==> config.mk <==
export PLATFORM = sky130hd
export DESIGN_NAME = calib_record_validator
export DESIGN_NICKNAME = d
export VERILOG_FILES = /design/src/design/crv_pkg.sv /design/src/design/crv_cfg_regs.sv /design/src/design/crv_input_stage.sv /design/src/design/crv_record_check.sv /design/src/design/calib_record_validator.sv
export VERILOG_INCLUDE_DIRS = /design/src /design/src/design
export SDC_FILE = /design/constraint.sdc
export NUM_CORES = 1
export LEC_CHECK = 0
export ABC_AREA = 1
export BUFFER_PORTS_ARGS = -buffer_cell sky130_fd_sc_hd__clkbuf_2
export CAP_MARGIN = 30
export CORE_UTILIZATION = 50
export DETAILED_ROUTE_END_ITERATION = 10
export PLACE_DENSITY_LB_ADDON = 0.25
export SLEW_MARGIN = 20
export SYNTH_ARGS = -nofsm -noshare
export SYNTH_HDL_FRONTEND = slang
export SYNTH_SLANG_ARGS = --single-unit
==> constraint.sdc <==
create_clock -name aclk -period 4.71 [get_ports aclk]
set_input_delay 1.1775 -clock aclk [delete_from_list [all_inputs] [get_ports aclk]]
set_output_delay 1.1775 -clock aclk [all_outputs]
set_load 0.01 [all_outputs]
==> src/design/calib_record_validator_assert.svh <==
// ----------------------------------------------------------------------------
// Calibration record validator assertion macros
// Shared concurrent assertion forms used by the validator modules.
// ----------------------------------------------------------------------------
`ifndef CALIB_RECORD_VALIDATOR_ASSERT_SVH
`define CALIB_RECORD_VALIDATOR_ASSERT_SVH

// Same-cycle implication, disabled while reset is asserted
`define CRV_ASSERT_IMPLY(label, clk, rstn, ante, cons) \
    label: assert property (@(posedge clk) disable iff (!(rstn)) (ante) |-> (cons)) \
        else $error("calib_record_validator: same-cycle check failed");

// Next-cycle implication, disabled while reset is asserted
`define CRV_ASSERT_NEXT(label, clk, rstn, ante, cons) \
    label: assert property (@(posedge clk) disable iff (!(rstn)) (ante) |=> (cons)) \
        else $error("calib_record_validator: next-cycle check failed");

`endif

==> src/design/crv_pkg.sv <==
// ----------------------------------------------------------------------------
// Calibration record validator package
// Types, codes, layout constants and the byte-wide CRC-32 update.
// ----------------------------------------------------------------------------
package crv_pkg;

    // Payload lengths of the two record layouts
    localparam int CURRENT_PAYLOAD_BYTES = 40;
    localparam int OLD_PAYLOAD_BYTES     = 28;

    // Record layout
    localparam int MAGIC_BYTES  = 4;
    localparam int HEADER_BYTES = 8;
    localparam int CRC_BYTES    = 4;

    localparam logic [31:0] OLD_VERSION   = 32'd1;
    localparam logic [31:0] CRC_POLY      = 32'hEDB8_8320;
    localparam logic [31:0] CRC_INIT      = 32'hFFFF_FFFF;
    localparam logic [31:0] MAGIC_RESET   = 32'd0;
    localparam logic [31:0] VERSION_RESET = 32'd2;

    // APB register map
    localparam int ADDR_W = 3;

    typedef enum logic {
        REG_RECORD_MAGIC    = 1'b0,
        REG_CURRENT_VERSION = 1'b1
    } reg_index_t;

    typedef enum logic [1:0] {
        VERDICT_CURRENT  = 2'd0,
        VERDICT_MIGRATE  = 2'd1,
        VERDICT_DEFAULTS = 2'd2
    } verdict_t;

    typedef enum logic [1:0] {
        PH_IDLE    = 2'd0,
        PH_HEADER  = 2'd1,
        PH_PAYLOAD = 2'd2,
        PH_CRC     = 2'd3
    } phase_t;

    typedef struct packed {
        logic [31:0] record_magic;
        logic [31:0] current_version;
    } cfg_t;

    typedef struct packed {
        logic [7:0] record_byte;
        logic       record_start;
    } item_t;

    // One byte through the reflected CRC-32, a bit per step
    function automatic logic [31:0] crc32_byte(logic [31:0] crc, logic [7:0] b);
        logic [31:0] c;
        c = crc ^ {24'd0, b};
        for (int i = 0; i < 8; i++) begin
            c = c[0] ? ((c >> 1) ^ CRC_POLY) : (c >> 1);
        end
        return c;
    endfunction

endpackage

==> src/design/crv_cfg_regs.sv <==
// ----------------------------------------------------------------------------
// Calibration record validator configuration registers
// APB-style register file holding the expected magic and current version.
// ----------------------------------------------------------------------------
module crv_cfg_regs (
    input  logic                        aclk,
    input  logic                        aresetn,
    input  logic                        psel,
    input  logic                        penable,
    input  logic                        pwrite,
    input  logic [crv_pkg::ADDR_W-1:0]  paddr,
    input  logic [31:0]                 pwdata,
    output logic [31:0]                 prdata,
    output logic                        pready,
    output crv_pkg::cfg_t               cfg
);

    crv_pkg::cfg_t      cfg_reg;
    crv_pkg::reg_index_t idx;
    logic               wr_en;

    assign idx    = crv_pkg::reg_index_t'(paddr[2]);
    assign wr_en  = psel && penable && pwrite;
    assign pready = 1'b1;
    assign cfg    = cfg_reg;

    // Write on the access cycle
    always_ff @(posedge aclk) begin
        if (!aresetn) begin
            cfg_reg.record_magic    <= crv_pkg::MAGIC_RESET;
            cfg_reg.current_version <= crv_pkg::VERSION_RESET;
        end else if (wr_en) begin
            unique case (idx)
                crv_pkg::REG_RECORD_MAGIC:    cfg_reg.record_magic    <= pwdata;
                crv_pkg::REG_CURRENT_VERSION: cfg_reg.current_version <= pwdata;
                default: ;
            endcase
        end
    end

    // Read back
    always_comb begin
        unique case (idx)
            crv_pkg::REG_RECORD_MAGIC:    prdata = cfg_reg.record_magic;
            crv_pkg::REG_CURRENT_VERSION: prdata = cfg_reg.current_version;
            default:                      prdata = '0;
        endcase
    end

endmodule

==> src/design/crv_input_stage.sv <==
// ----------------------------------------------------------------------------
// Calibration record validator input stage
// Registers one incoming word and holds it until the checker takes it.
// ----------------------------------------------------------------------------
`include "calib_record_validator_assert.svh"

module crv_input_stage (
    input  logic           aclk,
    input  logic           aresetn,
    input  logic           s_valid,
    output logic           s_ready,
    input  logic [7:0]     s_record_byte,
    input  logic           s_record_start,
    output logic           item_valid,
    output crv_pkg::item_t item,
    input  logic           item_take
);

    logic           valid_reg;
    logic           valid_next;
    crv_pkg::item_t item_reg;

    // Free when empty or when the held word leaves this cycle
    assign s_ready    = !valid_reg || item_take;
    assign item_valid = valid_reg;
    assign item       = item_reg;

    always_comb begin
        valid_next = valid_reg;
        if (s_valid && s_ready) begin
            valid_next = 1'b1;
        end else if (item_take) begin
            valid_next = 1'b0;
        end
    end

    always_ff @(posedge aclk) begin
        if (!aresetn) begin
            valid_reg <= 1'b0;
        end else begin
            valid_reg <= valid_next;
        end
    end

    // Capture payload on acceptance
    always_ff @(posedge aclk) begin
        if (s_valid && s_ready) begin
            item_reg.record_byte  <= s_record_byte;
            item_reg.record_start <= s_record_start;
        end
    end

    // A held word that is not taken stays put
    `CRV_ASSERT_NEXT(a_hold_untaken, aclk, aresetn, valid_reg && !item_take, valid_reg && $stable(item_reg))

endmodule

==> src/design/crv_record_check.sv <==
// ----------------------------------------------------------------------------
// Calibration record validator record checker
// Walks header, payload and stored CRC a byte at a time and registers
// the verdict.
// ----------------------------------------------------------------------------
`include "calib_record_validator_assert.svh"

module crv_record_check #(
    parameter int CURRENT_PAYLOAD_BYTES = crv_pkg::CURRENT_PAYLOAD_BYTES,
    parameter int OLD_PAYLOAD_BYTES     = crv_pkg::OLD_PAYLOAD_BYTES
) (
    input  logic           aclk,
    input  logic           aresetn,
    input  crv_pkg::cfg_t  cfg,
    input  logic           item_valid,
    input  crv_pkg::item_t item,
    output logic           item_take,
    output logic           m_valid,
    input  logic           m_ready,
    output logic [1:0]     m_verdict,
    output logic [31:0]    m_payload_crc
);

    localparam int MAX_PAY = (CURRENT_PAYLOAD_BYTES > OLD_PAYLOAD_BYTES) ?
                             CURRENT_PAYLOAD_BYTES : OLD_PAYLOAD_BYTES;
    localparam int MAX_CNT = (MAX_PAY > crv_pkg::HEADER_BYTES) ?
                             MAX_PAY : crv_pkg::HEADER_BYTES;
    localparam int CNT_W   = $clog2(MAX_CNT + 1);

    localparam logic [CNT_W-1:0] CUR_LEN   = CNT_W'(CURRENT_PAYLOAD_BYTES);
    localparam logic [CNT_W-1:0] OLD_LEN   = CNT_W'(OLD_PAYLOAD_BYTES);
    localparam logic [CNT_W-1:0] MAGIC_END = CNT_W'(crv_pkg::MAGIC_BYTES);
    localparam logic [CNT_W-1:0] HDR_END   = CNT_W'(crv_pkg::HEADER_BYTES);
    localparam logic [CNT_W-1:0] CRC_END   = CNT_W'(crv_pkg::CRC_BYTES);

    crv_pkg::phase_t phase_reg, phase_next, phase_eff;
    logic [CNT_W-1:0] count_reg, count_next, count_eff, count_inc;
    logic [31:0]      crc_reg, crc_next, crc_eff, crc_upd, crc_fin;
    logic [31:0]      word_reg, word_next, word_eff, word_upd;
    logic             magic_ok_reg, magic_ok_next, magic_ok_eff;
    logic             old_reg, old_next, old_eff;
    logic [CNT_W-1:0] pay_len;

    logic             emit;
    logic [1:0]       verdict_next;
    logic [31:0]      res_crc_next;

    logic             m_valid_reg;
    logic [1:0]       m_verdict_reg;
    logic [31:0]      m_crc_reg;

    // Advance unless this byte gives a verdict while an earlier one still waits
    assign item_take     = item_valid && (!emit || !m_valid_reg || m_ready);
    assign m_valid       = m_valid_reg;
    assign m_verdict     = m_verdict_reg;
    assign m_payload_crc = m_crc_reg;

    // Start flag restarts the check at this byte
    always_comb begin
        if (item.record_start) begin
            phase_eff    = crv_pkg::PH_HEADER;
            count_eff    = '0;
            crc_eff      = crv_pkg::CRC_INIT;
            word_eff     = '0;
            magic_ok_eff = 1'b0;
            old_eff      = 1'b0;
        end else begin
            phase_eff    = phase_reg;
            count_eff    = count_reg;
            crc_eff      = crc_reg;
            word_eff     = word_reg;
            magic_ok_eff = magic_ok_reg;
            old_eff      = old_reg;
        end
    end

    assign count_inc = count_eff + CNT_W'(1);
    assign word_upd  = word_eff | ({24'd0, item.record_byte} << {count_eff[1:0], 3'b000});
    assign crc_upd   = crv_pkg::crc32_byte(crc_eff, item.record_byte);
    assign crc_fin   = ~crc_eff;
    assign pay_len   = old_eff ? OLD_LEN : CUR_LEN;

    // Next state and verdict
    always_comb begin
        phase_next    = phase_reg;
        count_next    = count_reg;
        crc_next      = crc_reg;
        word_next     = word_reg;
        magic_ok_next = magic_ok_reg;
        old_next      = old_reg;
        emit          = 1'b0;
        verdict_next  = crv_pkg::VERDICT_DEFAULTS;
        res_crc_next  = '0;
        if (item_valid) begin
            phase_next    = phase_eff;
            count_next    = count_eff;
            crc_next      = crc_eff;
            word_next     = word_eff;
            magic_ok_next = magic_ok_eff;
            old_next      = old_eff;
            unique case (phase_eff)
                crv_pkg::PH_IDLE: ;
                crv_pkg::PH_HEADER: begin
                    word_next  = word_upd;
                    count_next = count_inc;
                    if (count_inc == MAGIC_END) begin
                        if (word_upd != cfg.record_magic) begin
                            emit       = 1'b1;
                            phase_next = crv_pkg::PH_IDLE;
                        end else begin
                            magic_ok_next = 1'b1;
                            word_next     = '0;
                        end
                    end else if (count_inc >= HDR_END) begin
                        if (word_upd == cfg.current_version) begin
                            old_next   = 1'b0;
                            word_next  = '0;
                            count_next = '0;
                            phase_next = crv_pkg::PH_PAYLOAD;
                        end else if (word_upd == crv_pkg::OLD_VERSION) begin
                            old_next   = 1'b1;
                            word_next  = '0;
                            count_next = '0;
                            phase_next = crv_pkg::PH_PAYLOAD;
                        end else begin
                            emit       = 1'b1;
                            phase_next = crv_pkg::PH_IDLE;
                        end
                    end
                end
                crv_pkg::PH_PAYLOAD: begin
                    crc_next   = crc_upd;
                    count_next = count_inc;
                    if (count_inc >= pay_len) begin
                        count_next = '0;
                        word_next  = '0;
                        phase_next = crv_pkg::PH_CRC;
                    end
                end
                crv_pkg::PH_CRC: begin
                    word_next  = word_upd;
                    count_next = count_inc;
                    if (count_inc >= CRC_END) begin
                        emit         = 1'b1;
                        phase_next   = crv_pkg::PH_IDLE;
                        res_crc_next = crc_fin;
                        if (magic_ok_eff && (crc_fin == word_upd)) begin
                            verdict_next = old_eff ? crv_pkg::VERDICT_MIGRATE
                                                   : crv_pkg::VERDICT_CURRENT;
                        end
                    end
                end
                default: ;
            endcase
        end
    end

    // Control state
    always_ff @(posedge aclk) begin
        if (!aresetn) begin
            phase_reg    <= crv_pkg::PH_IDLE;
            count_reg    <= '0;
            crc_reg      <= crv_pkg::CRC_INIT;
            word_reg     <= '0;
            magic_ok_reg <= 1'b0;
            old_reg      <= 1'b0;
            m_valid_reg  <= 1'b0;
        end else begin
            if (item_take) begin
                phase_reg    <= phase_next;
                count_reg    <= count_next;
                crc_reg      <= crc_next;
                word_reg     <= word_next;
                magic_ok_reg <= magic_ok_next;
                old_reg      <= old_next;
            end
            if (item_take && emit) begin
                m_valid_reg <= 1'b1;
            end else if (m_ready) begin
                m_valid_reg <= 1'b0;
            end
        end
    end

    // Load the result word
    always_ff @(posedge aclk) begin
        if (item_take && emit) begin
            m_verdict_reg <= verdict_next;
            m_crc_reg     <= res_crc_next;
        end
    end

    // A verdict always closes the record
    `CRV_ASSERT_NEXT(a_emit_idles, aclk, aresetn, item_take && emit, phase_reg == crv_pkg::PH_IDLE)
    // A result appears only from a checked byte or a stalled earlier result
    `CRV_ASSERT_NEXT(a_no_phantom, aclk, aresetn, !(item_take && emit) && !(m_valid_reg && !m_ready), !m_valid_reg)
    // Payload count stays inside the selected layout
    `CRV_ASSERT_IMPLY(a_pay_count, aclk, aresetn, phase_reg == crv_pkg::PH_PAYLOAD, count_reg < (old_reg ? OLD_LEN : CUR_LEN))

endmodule

==> src/design/calib_record_validator.sv <==
// A verdict is registered as the checker takes its deciding byte from the input stage.
// Throughput: one record byte per cycle, the byte-wide CRC update sitting in a single stage;
// a verdict byte stalls while an earlier verdict waits on m_ready, other bytes keep flowing.
// Reset (aresetn low, synchronous) returns to idle, waiting for a start byte,
// and loads record_magic = 0 and current_version = 2.
// ----------------------------------------------------------------------------
// Calibration record validator
// Checks magic, version and CRC-32 of a streamed calibration record.
// ----------------------------------------------------------------------------
module calib_record_validator #(
    parameter int CURRENT_PAYLOAD_BYTES = crv_pkg::CURRENT_PAYLOAD_BYTES,
    parameter int OLD_PAYLOAD_BYTES     = crv_pkg::OLD_PAYLOAD_BYTES
) (
    input  logic                       aclk,
    input  logic                       aresetn,
    input  logic                       psel,
    input  logic                       penable,
    input  logic                       pwrite,
    input  logic [crv_pkg::ADDR_W-1:0] paddr,
    input  logic [31:0]                pwdata,
    output logic [31:0]                prdata,
    output logic                       pready,
    input  logic                       s_valid,
    output logic                       s_ready,
    input  logic [7:0]                 s_record_byte,
    input  logic                       s_record_start,
    output logic                       m_valid,
    input  logic                       m_ready,
    output logic [1:0]                 m_verdict,
    output logic [31:0]                m_payload_crc
);

    crv_pkg::cfg_t  cfg;
    crv_pkg::item_t item;
    logic           item_valid;
    logic           item_take;

    crv_cfg_regs u_cfg (
        .aclk    (aclk),
        .aresetn (aresetn),
        .psel    (psel),
        .penable (penable),
        .pwrite  (pwrite),
        .paddr   (paddr),
        .pwdata  (pwdata),
        .prdata  (prdata),
        .pready  (pready),
        .cfg     (cfg)
    );

    crv_input_stage u_in (
        .aclk           (aclk),
        .aresetn        (aresetn),
        .s_valid        (s_valid),
        .s_ready        (s_ready),
        .s_record_byte  (s_record_byte),
        .s_record_start (s_record_start),
        .item_valid     (item_valid),
        .item           (item),
        .item_take      (item_take)
    );

    crv_record_check #(
        .CURRENT_PAYLOAD_BYTES (CURRENT_PAYLOAD_BYTES),
        .OLD_PAYLOAD_BYTES     (OLD_PAYLOAD_BYTES)
    ) u_check (
        .aclk          (aclk),
        .aresetn       (aresetn),
        .cfg           (cfg),
        .item_valid    (item_valid),
        .item          (item),
        .item_take     (item_take),
        .m_valid       (m_valid),
        .m_ready       (m_ready),
        .m_verdict     (m_verdict),
        .m_payload_crc (m_payload_crc)
    );

endmodule
# --- Word level (Yosys, flattened, before mapping) ---
# Cells that the tools add are included.
word_totals:
  in_bits: 51
  out_inout_bits: 69
  register_bits: 183
op_classes:
  magnitude_cmp: 3
  bitwise_logic: 12
  shift: 1
  addsub: 1
  eq_ne: 8
  n_reduce_logical: 19
  mux: 59
ops:
  columns: ["op", "n"]
  rows:
  - ["2-to-1 mux 32 bit", 17]
  - ["NOT 13 -> 14 bit", 8]
  - ["case mux 32 bit (3 select lines)", 1]
  - ["== test 32 bit", 2]
  - ["case mux 32 bit (2 select lines)", 1]
  - ["2-to-1 mux 6 bit", 7]
  - ["== test 32 x 1 -> 1 bit (second input constant)", 1]
  - ["inequality test 32 bit", 1]
  - ["NOT 32 bit", 1]
  - ["bitwise OR 32 bit", 1]
  - ["<< shifter 8 x 5 -> 32 bit", 1]
  - ["XOR 32 x 8 -> 32 bit", 1]
  - ["2-to-1 mux 1 bit", 22]
  - ["case mux 6 bit (3 select lines)", 1]
  - ["2-to-1 mux 2 bit", 8]
  - ["adder 6 x 1 -> 6 bit (second input constant)", 1]
  - ["== test 6 x 3 -> 1 bit (second input constant)", 1]
  - ["greater-or-equal comparator 6 x 3 -> 1 bit (second input constant)", 1]
  - ["greater-or-equal comparator 6 x 4 -> 1 bit (second input constant)", 1]
  - ["greater-or-equal comparator 6 bit", 1]
  - ["logical AND 1 bit", 6]
  - ["case mux 2 bit (3 select lines)", 1]
  - ["AND reduction 2 bit", 3]
  - ["== test 2 bit (second input constant)", 2]
  - ["8 further kinds", 13]

# --- Logic depth before layout (Yosys ltp) ---
# Gate-level depths: netlist of the first run.
depth:
  ltp_word: 19
  mapped_depth: 23
  ltp_nobuf: 21

# --- Hierarchy ---
# Synthesis of the first run repeated with hierarchy kept, for this count alone.
hier_totals:
  cells_unflattened: 1996
  hier_area_um2: 12508.2
modules_own_cells:
  columns: ["module", "seq_area_each_um2", "cells_per_inst", "area_each_um2", "instances"]
  rows:
  - ["crv_record_check", 2522.4, 1491, 8959.8, 1]
  - ["crv_cfg_regs", 1281.2, 489, 3226.8, 1]
  - ["crv_input_stage", 290.3, 16, 321.6, 1]

# --- Worst setup path before layout of the first run ---
# No wires, ideal clock.
synth_path:
  path_type: "register to register"
  start: "register u_in.item_reg (netlist bit u_in.item[0])"
  end: "register u_check.m_crc_reg[0] (netlist: u_check.m_payload_crc[0]), enable pin"
  n_path_buf: 0
  synth_period_minus_slack_ns: 3.675
  setup_time_ns: 0.427
  path_stages_with_launch: 18
  arrival_ns: 3.248
  slack_ns: 1.035
  cell_sequence: "edfxtp_1 > inv_2 > nand2_4 > nor2_4 > nand3_1 > clkinv_1 > nand2_1 > nand2_1 > nand2_1 > nand3_1 > inv_1 > nand3_1 > nor2_1 > nor2_1 > nand3_1 > nand2_1 > nand2_1 > nor2_1"
synth_via:
  elab_chain_len: 15
  elab_cells_between_ends: 27
  cone_classes: "add/sub (1); order compare (2); eq/ne (6); shift (1); mux (11); bitwise (1); reduce/logical (5)"
synth_rtl:
  columns: ["element", "line", "source"]
  rows:
  - ["start: declaration", "crv_input_stage.sv:21", "crv_pkg::item_t item_reg;"]
  - ["2-to-1 mux 6 bit", "crv_record_check.sv:60", "if (item.record_start) begin"]
  - ["<< shifter 8 x 5 -> 32 bit", "crv_record_check.sv:78", "assign word_upd = word_eff | ({24'd0, item.record_byte} << {count_eff[1:0], 3'b000});"]
  - ["bitwise OR 32 bit", "crv_record_check.sv:78", null]
  - ["== test 32 x 1 -> 1 bit", "crv_record_check.sv:120", "end else if (word_upd == crv_pkg::OLD_VERSION) begin"]
  - ["2-to-1 mux 1 bit", "crv_record_check.sv:120", null]
  - ["2-to-1 mux 1 bit", "crv_record_check.sv:115", "if (word_upd == cfg.current_version) begin"]
  - ["2-to-1 mux 1 bit", "crv_record_check.sv:114", "end else if (count_inc >= HDR_END) begin"]
  - ["2-to-1 mux 1 bit", "crv_record_check.sv:106", "if (count_inc == MAGIC_END) begin"]
  - ["case mux 1 bit (2 select lines) (*)", "crv_record_check.sv:101", "unique case (phase_eff)"]
  - ["2-to-1 mux 1 bit (*)", "crv_record_check.sv:94", "if (item_valid) begin"]
  - ["logical NOT 1 bit", "crv_record_check.sv:53", "assign item_take = item_valid && (!emit || !m_valid_reg || m_ready);"]
  - ["logical OR 1 bit (2 in series)", "crv_record_check.sv:53", null]
  - ["logical AND 1 bit", "crv_record_check.sv:53", null]
  - ["logical AND 1 bit (*)", "crv_record_check.sv:187", "if (item_take && emit) begin"]
  - ["end signal: assignment", "crv_record_check.sv:189", "m_crc_reg <= res_crc_next;"]
  - ["end: declaration", "crv_record_check.sv:50", "logic [31:0] m_crc_reg;"]
# Every way passes the cells marked *; elsewhere a longest branch is shown, timed or not.
# A chain may end at the register's enable or synchronous reset.

# --- Final worst setup path of the first run ---
layout_path:
  start: "register u_in.item_reg (netlist bit u_in.item[0])"
  end: "output s_ready"
layout_via:
  elab_chain_len: 15
  elab_cells_between_ends: 27
  cone_classes: "add/sub (1); order compare (2); eq/ne (6); shift (1); mux (11); bitwise (1); reduce/logical (5)"
layout_rtl:
  columns: ["element", "line", "source"]
  rows:
  - ["2-to-1 mux 6 bit", "crv_record_check.sv:60", null]
  - ["<< shifter 8 x 5 -> 32 bit", "crv_record_check.sv:78", null]
  - ["bitwise OR 32 bit", "crv_record_check.sv:78", null]
  - ["== test 32 x 1 -> 1 bit", "crv_record_check.sv:120", null]
  - ["2-to-1 mux 1 bit", "crv_record_check.sv:120", null]
  - ["2-to-1 mux 1 bit", "crv_record_check.sv:115", null]
  - ["2-to-1 mux 1 bit", "crv_record_check.sv:114", null]
  - ["2-to-1 mux 1 bit", "crv_record_check.sv:106", null]
  - ["case mux 1 bit (2 select lines) (*)", "crv_record_check.sv:101", null]
  - ["2-to-1 mux 1 bit (*)", "crv_record_check.sv:94", null]
  - ["logical NOT 1 bit (*)", "crv_record_check.sv:53", null]
  - ["logical OR 1 bit (*) (2 in series)", "crv_record_check.sv:53", null]
  - ["logical AND 1 bit (*)", "crv_record_check.sv:53", null]
  - ["logical OR 1 bit (*)", "crv_input_stage.sv:24", "assign s_ready = !valid_reg || item_take;"]
  - ["end: declaration", "calib_record_validator.sv:24", "output logic s_ready,"]
# Marked as above.

==> run_results.csv, run 1 <==
group,metric,value,unit
timing,fin_hold_ws,0.459,ns
floorplan,start_util,51.1,%
final_layout,n_fill_cell,2241,
global_route,overflow,0,
drt,ant_nets,0,
critical_path,crit_chain,"inv_2 > buf_4 > nand2_2 > nand3_1 > nand2_1 > xor2_1 > nand2_1 > nor2_1 > nand3_1 > nor2_2 > nor2_1 > nand3_1 > nand2_1 > nand3_1 > clkbuf_2",
timing,setup_viol,0,
flow_run,maxCapViolations,0,
critical_path,rrSetupSlack,0.93,ns
final_layout,drive_gt1_share,10.7,%
timing,post-route-min-period,4.53,ns
timing,hold_violations,0,
critical_path,cp_slowest_cell,"edfxtp_1",
global_route,antenna_found_initial,0,
drt,vias_per_cell,5.55,
timing,drv_slew,0,
final_layout,diodes,0,
clock_tree,cts_tree,"built",
critical_path,cp_common_cell,"nand3_1",
critical_path,crit_family,"simple AND/OR/NAND/NOR gates",
logic_synthesis,yosysSeqAreaShare,35.4,%
drt,drtPass1Iterations,6,
floorplan,pin_count,120,
global_route,use_met2,48.7,%
logic_synthesis,yosysTopAreaCell,"dfxtp_1",
logic_synthesis,synth_edf_count,43,
drt,vias,12295,
placement,place_area,12400,µm²
global_route,grtUsageTotal,32.3,%
floorplan,fp.dieH,154,µm
global_route,grt_max_degree,69,
logic_synthesis,synth.avg_cell_area,6.30,µm²
global_route,top_usage_layer,"met2",
placement,dp_hpwl,28200,µm
critical_path,worst-r2r-cell-count,18,
run_status,status,"complete, no violations",
drt,wire_per_inst,17.1,µm
logic_synthesis,syn_area,11600,µm²
clock_tree,clockRootBuffer,"clkbuf_16",
critical_path,end_kind,"output pin",
min_path,hp-start,"u_check.crc_reg[16]",
logic_synthesis,async_flop_share,0,%
logic_synthesis,yosys.area.top_type_share,24.2,%
global_route,grt_pass1_wl,59200,µm
power_and_ir_drop,ir_worst_vdd,228,µV
critical_path,r2r-start,"u_in.item[0]",
final_layout,multi_input_area,6470,µm²
drt,drt_iter0_markers,1160,
floorplan,core-area,22600,µm²
clock_tree,ctsLongestPathBuffers,2,
logic_synthesis,ys_ff_latch,183,
critical_path,slowest_delay,0.50,ns
final_layout,largest_register_ffs,64,
timing,slew_headroom,42.3,%
clock_tree,holdBufCountCts,0,
min_path,hold_end,"u_check.crc_reg[16]",
logic_synthesis,ys_types,42,
logic_synthesis,syn-instance-count,1837,
power_and_ir_drop,power_density,312,nW/µm²
logic_synthesis,yosysWarnings,0,
global_route,grt_util_met3,4.40,%
drt,drcViolationCount,0,
critical_path,worstPathArrival,3.36,ns
critical_path,worstSetupPathType,"flip-flop to output pin",
clock_tree,clock-sinks,183,
floorplan,core.rowCount,55,
clock_tree,htreeDepth,4,
clock_tree,clock_latency,0.44,ns
logic_synthesis,syn_nets,1891,
final_layout,final_area,13000,µm²
critical_path,critPathLaunchType,"flip-flop",
clock_tree,cts_buffers,17,
final_layout,nNetsFinal,1970,
min_path,holdPathStages,2,
floorplan,die_x,154,µm
global_route,grt_pass1_vias,10805,
final_layout,regArea,4100,µm²
global_route,met1_usage,44.9,%
critical_path,critPathRequiredTime,3.53,ns
power_and_ir_drop,p_leak,5.88,nW
clock_tree,clkTransAtPathRegs,0.07,ns
timing,fmax,221,MHz
final_layout,area_growth,12.5,%
logic_synthesis,netlist_top_cells_area,"dfxtp_1 (24%), nand2_1 (17%), edfxtp_1 (11%)",
critical_path,r2r_end,"u_check.word_reg[16]",
drt,finalWirelength,37800,µm
critical_path,cp_max_fo,14,
timing,period_share,96.3,%
timing,skew,0.00978,ns
placement,port_buffers,116,
min_path,min_path_type,"flip-flop to flip-flop",
logic_synthesis,ys.flop_type,"dfxtp_1",
placement,place_congestion,0.938,
timing,tightestPinTransition,0.859,ns
floorplan,die_area,23700,µm²
critical_path,cp_num_buf_inv,3,
==> final cells by class <==
| type | instances | share of cell area (%) |
|---|---|---|
| Multi-Input combinational cell | 1399 | 49.7 |
| Sequential cell | 183 | 31.5 |
| Timing Repair Buffer | 145 | 6.68 |
| Inverter | 170 | 4.90 |
| Clock buffer | 21 | 3.61 |
| Tap cell | 285 | 2.74 |
| Clock inverter | 11 | 0.865 |
==> synthesized netlist by cell type (all sizes together), types with 6 or more instances <==
cell type,n
nand2,541
nor2,333
inv,167
o21ai,149
dfxtp,140
nand3,108
a21oi,69
clkbuf,52
xor2,52
edfxtp,43
nor3,35
buf,33
o22ai,22
xnor2,21
nand3b,20
nand4,18
or2,6
==> layer usage <==
layer	routed length, µm	part of all wire (%)	up-vias
met1	16800	44	5549
li1	-	-	6024
met5	0	0	-
met3	3210	8.5	91
met2	16000	42	631
met4	1760	4.6	0
==> layout by cell type, fill, tap and decap left out, drive strengths merged <==
cell type,n
nand2,541
nor2,333
inv,171
o21ai,149
dfxtp,140
clkbuf,136
nand3,108
a21oi,69
xor2,52
edfxtp,43
nor3,35
buf,30
o22ai,22
xnor2,21
nand3b,20
nand4,18
clkinv,9
or2,6
a221oi,4
nor4,4
a31oi,3
ha,3
a21boi,2
mux2i,2
a22oi,2
a221o,1
o211ai,1
a211oi,1
and2,1
conb,1
bufinv,1
==> worst register-to-register path, delay by kind of cell (launching register included) <==
kind                      cells  cell delay, ns
AOI/OAI and AO/OA             1            0.53
DFF                           1            0.50
and+or+nand+nor              13            1.58
buffers and inverters         3            0.70
xor gates and xnor gates      1            0.35
==> timing repair <==
item	in CTS	in global routing
setup endpoints to repair	0	1
gates resized for setup	0	10
setup buffers	0	2
hold endpoints to repair	0	0
==> through the flow <==
step | setup slack [ns] | utilization [%] | setup TNS, ns | total power [mW] | std cells
2_1_floorplan | 1.04 | - | 0 | 2.36 | 1837
3_3_place_gp | 0.539 | 54.4 | 0 | 2.58 | 2176
3_5_place_dp | 0.520 | 54.7 | 0 | 2.60 | 2179
4_1_cts | 0.0300 | 57.2 | 0 | 4.04 | 2211
5_1_grt | -0.0256 | 57.5 | -0.0256 | 4.24 | 2214
6_report | 0.177 | 57.5 | 0 | 4.07 | 2214
==> worst max path at each step <==
stage	from	endpoint	slack, ns	cells after the start
3_3_place_gp	u_in.item[0]	s_ready	0.54	17
2_1_floorplan	u_in.item[0]	u_check.m_payload_crc[0]	1.04	17
6_report	u_in.item[0]	s_ready	0.18	15
5_1_grt	u_in.item[0]	s_ready	-0.03	17
3_5_place_dp	u_in.item[0]	s_ready	0.52	17
4_1_cts	u_in.item[0]	s_ready	0.03	17
==> cells by family (layout without fill, tap and decap cells) <==
| kind of cell | count (synthesis) | count (layout) | share of synthesized area, % |
|---|---|---|---|
| AND/OR/NAND/NOR | 1066 | 1066 | 37.8 |
| buffers and inverters | 255 | 347 | 8.96 |
| AO/OA/AOI/OAI | 254 | 254 | 11.6 |
| flip-flops | 183 | 183 | 35.4 |
| XOR/XNOR | 73 | 73 | 5.75 |
| adder cells (fa/ha/maj) | 3 | 3 | 0.324 |
| multiplexers | 2 | 2 | 0.173 |
| other | 1 | 1 | 0.0324 |
==> report_power, final <==
| part | switching [mW] | leakage, nW | total (mW) | internal (mW) |
|---|---|---|---|---|
| logic | 0.572 | 4.05 | 0.862 | 0.290 |
| registers | 0.0639 | 1.55 | 1.74 | 1.67 |
| clock network | 0.686 | 0.290 | 1.47 | 0.783 |
Power figures use the tool's default switching activity.
==> inputs of run 2 (changes only) <==
Settings changed: ABC_AREA 1 to 0.
==> run 2 against run 1 <==
Effect of this change: via count decreased by 16%; global-route usage is 1.5 points lower; fmax shrank 1.8%; cell count is 23% lower; non-clock buffer count grew 52; hold slack better by 0.0016 ns; flip-flop and latch count unchanged; cell area is 0.39% lower.
==> run_results.csv, run 2 <==
group,metric,value,unit
run_status,status,"complete, no violations",
min_path,min_path_type,"flip-flop to flip-flop",
global_route,grt_max_degree,70,
logic_synthesis,ys.flop_type,"dfxtp_1",
power_and_ir_drop,power_density,295,nW/µm²
final_layout,diodes,0,
logic_synthesis,yosysSeqAreaShare,37.9,%
final_layout,n_fill_cell,1833,
clock_tree,clock-sinks,183,
critical_path,end_kind,"output pin",
timing,fin_hold_ws,0.461,ns
logic_synthesis,synth.most_common_cell,"nand2_1",
flow_run,maxCapViolations,0,
global_route,antenna_found_initial,0,
drt,wire_per_inst,20.1,µm
logic_synthesis,yosys-top-cells-count,"nand2_1 (183), dfxtp_1 (140), a21oi_1 (116), nor2_1 (97), xnor2_1 (74)",
logic_synthesis,yosysTopAreaCell,"dfxtp_1",
global_route,grt_pass1_vias,9420,
power_and_ir_drop,p_total,3.83,mW
global_route,overflow,0,
placement,place_congestion,0.978,
timing,skew,0.00872,ns
clock_tree,ctsLongestPathBuffers,2,
global_route,grt_pass1_wl,52500,µm
final_layout,multi_input_area,6390,µm²
timing,hold_violations,0,
timing,fmax,217,MHz
timing,finalSetupTns,0,ns
logic_synthesis,ys_types,80,
logic_synthesis,syn_area,10800,µm²
global_route,grtUsageTotal,30.8,%
power_and_ir_drop,ir_worst_vdd,232,µV
drt,drcViolationCount,0,
floorplan,pin_count,120,
clock_tree,holdBufCountCts,0,
floorplan,core-area,21100,µm²
clock_tree,clock_latency,0.45,ns
final_layout,layout_common_cells,"nand2_1 (183), dfxtp_1 (140), a21oi_1 (116)",
drt,vias_per_cell,6.08,
floorplan,core.rowCount,53,
placement,port_buffers,116,
clock_tree,clkTransAtPathRegs,0.08,ns
floorplan,die_area,22200,µm²
logic_synthesis,synth_edf_count,43,
floorplan,fp.dieH,149,µm
timing,tightestPinTransition,0.805,ns
critical_path,rrSetupSlack,0.85,ns
power_and_ir_drop,p_leak,4.78,nW
clock_tree,cts_buffers,17,
final_layout,drive_gt1_share,22.7,%
logic_synthesis,yosys.area.top_type_share,25.9,%
floorplan,die_x,149,µm
drt,finalWirelength,34000,µm
critical_path,worstSetupPathType,"flip-flop to output pin",
critical_path,critPathLaunchType,"flip-flop",
timing,fin_ws,0.0937,ns
drt,drt_iter0_markers,1019,
logic_synthesis,synth.avg_cell_area,8.41,µm²
final_layout,final_common_cell,"nand2_1",
timing,drv_slew,0,
logic_synthesis,ys_ff_latch,183,
drt,ant_nets,0,
placement,place_ws,0.310,ns
timing,post-route-min-period,4.62,ns
final_layout,area_growth,19.9,%
logic_synthesis,netlist_top_cells_area,"dfxtp_1 (26%), edfxtp_1 (12%), nand2_1 (6.4%)",
floorplan,start_util,51.3,%
timing,period_share,98.0,%
logic_synthesis,syn-instance-count,1286,
logic_synthesis,async_flop_share,0,%
final_layout,largest_register_ffs,64,
timing,setup_viol,0,
clock_tree,cts_tree,"built",
logic_synthesis,syn_nets,1340,
final_layout,final_util,61.5,%
critical_path,cp_max_fo,7,
drt,drtPass1Iterations,6,
critical_path,critPathRequiredTime,3.53,ns
critical_path,worstPathArrival,3.44,ns
logic_synthesis,yosysWarnings,0,
drt,vias,10313,
final_layout,regArea,4090,µm²
placement,dp_hpwl,24200,µm
final_layout,nNetsFinal,1461,
clock_tree,clockRootBuffer,"clkbuf_16",
clock_tree,htreeDepth,4,
timing,slew_headroom,45.9,%
[run 2: cell count changes after synthesis, sizes merged, moves of 29 or more]
cell	previous run	this run
a211oi	1	31
a21oi	69	116
a2bb2oi	0	29
inv	167	43
nand2	541	184
nand3	108	9
nor2	333	97
o21ai	149	51
xnor2	21	75
[run 2: stage by stage]
stage          area (µm²)  instances
4_1_cts             12500       1673
5_1_grt             13000       1695
2_1_floorplan       10800       1286
3_3_place_gp        11800       1636
6_report            13000       1695
3_5_place_dp        11800       1637
[run 2: timing repair]
action | in CTS | in global routing
buffers inserted | 4 | 19
resized for setup | 4 | 48
setup endpoints to repair | 1 | 1
pin swaps | 0 | 17
cloned | 0 | 3
[run 2: path summary, 6_finish.rpt]
kind / to / start / depth (start not counted)
setup / recovery: s_ready / u_in.item[0] / 13
hold / removal: u_cfg.cfg[44] / u_cfg.cfg[44] / 2
setup reg to reg: u_check.word_reg[30] / u_in.item[0] / 14
hold reg to reg: u_cfg.cfg[44] / u_cfg.cfg[44] / 2
[run 2: worst max-delay path: stages, from the launching register on]
cell and delay (ns):
edfxtp_1 0.42, buf_4 0.18, clkbuf_16 0.16, mux2i_1 0.30, a21oi_1 0.14, nor4_2 0.30
buf_4 0.16, nand4_1 0.19, or4_4 0.56, o21a_4 0.16, a31oi_4 0.19, nor2_2 0.06
inv_1 0.05, buf_2 0.11
[run 2: layout make-up]
| cell class | count | share of cell area, % |
|---|---|---|
| Tap cell | 275 | 2.65 |
| Clock inverter | 15 | 1.43 |
| Multi-Input combinational cell | 965 | 49.3 |
| Sequential cell | 183 | 31.6 |
| Clock buffer | 17 | 3.28 |
| Inverter | 43 | 1.27 |
| Timing Repair Buffer | 197 | 10.5 |
[run 2: power breakdown]
part           switching [mW]  internal [mW]
Sequential             0.0333           1.62
Combinational           0.385          0.282
Clock                   0.739          0.766
[run 2: layer usage]
layer	global-route usage (%)	up-vias	routed length, µm
li1	-	4839	-
met1	42.4	4872	14600
met2	48.2	528	15500
met3	5.05	74	2790
met4	12.1	0	1140
met5	0	-	0
[run 2: cells by family (layout without fill, tap and decap cells)]
family	Yosys count	after routing	synth area share, %
other cells	1	1	0.0347
buf+inv	138	272	5.66
fa+ha+maj	3	3	0.347
mux	28	28	2.78
compound gates	313	313	20.0
flops	183	183	37.9
simple gates	510	510	24.2
xor+xnor	110	110	9.08
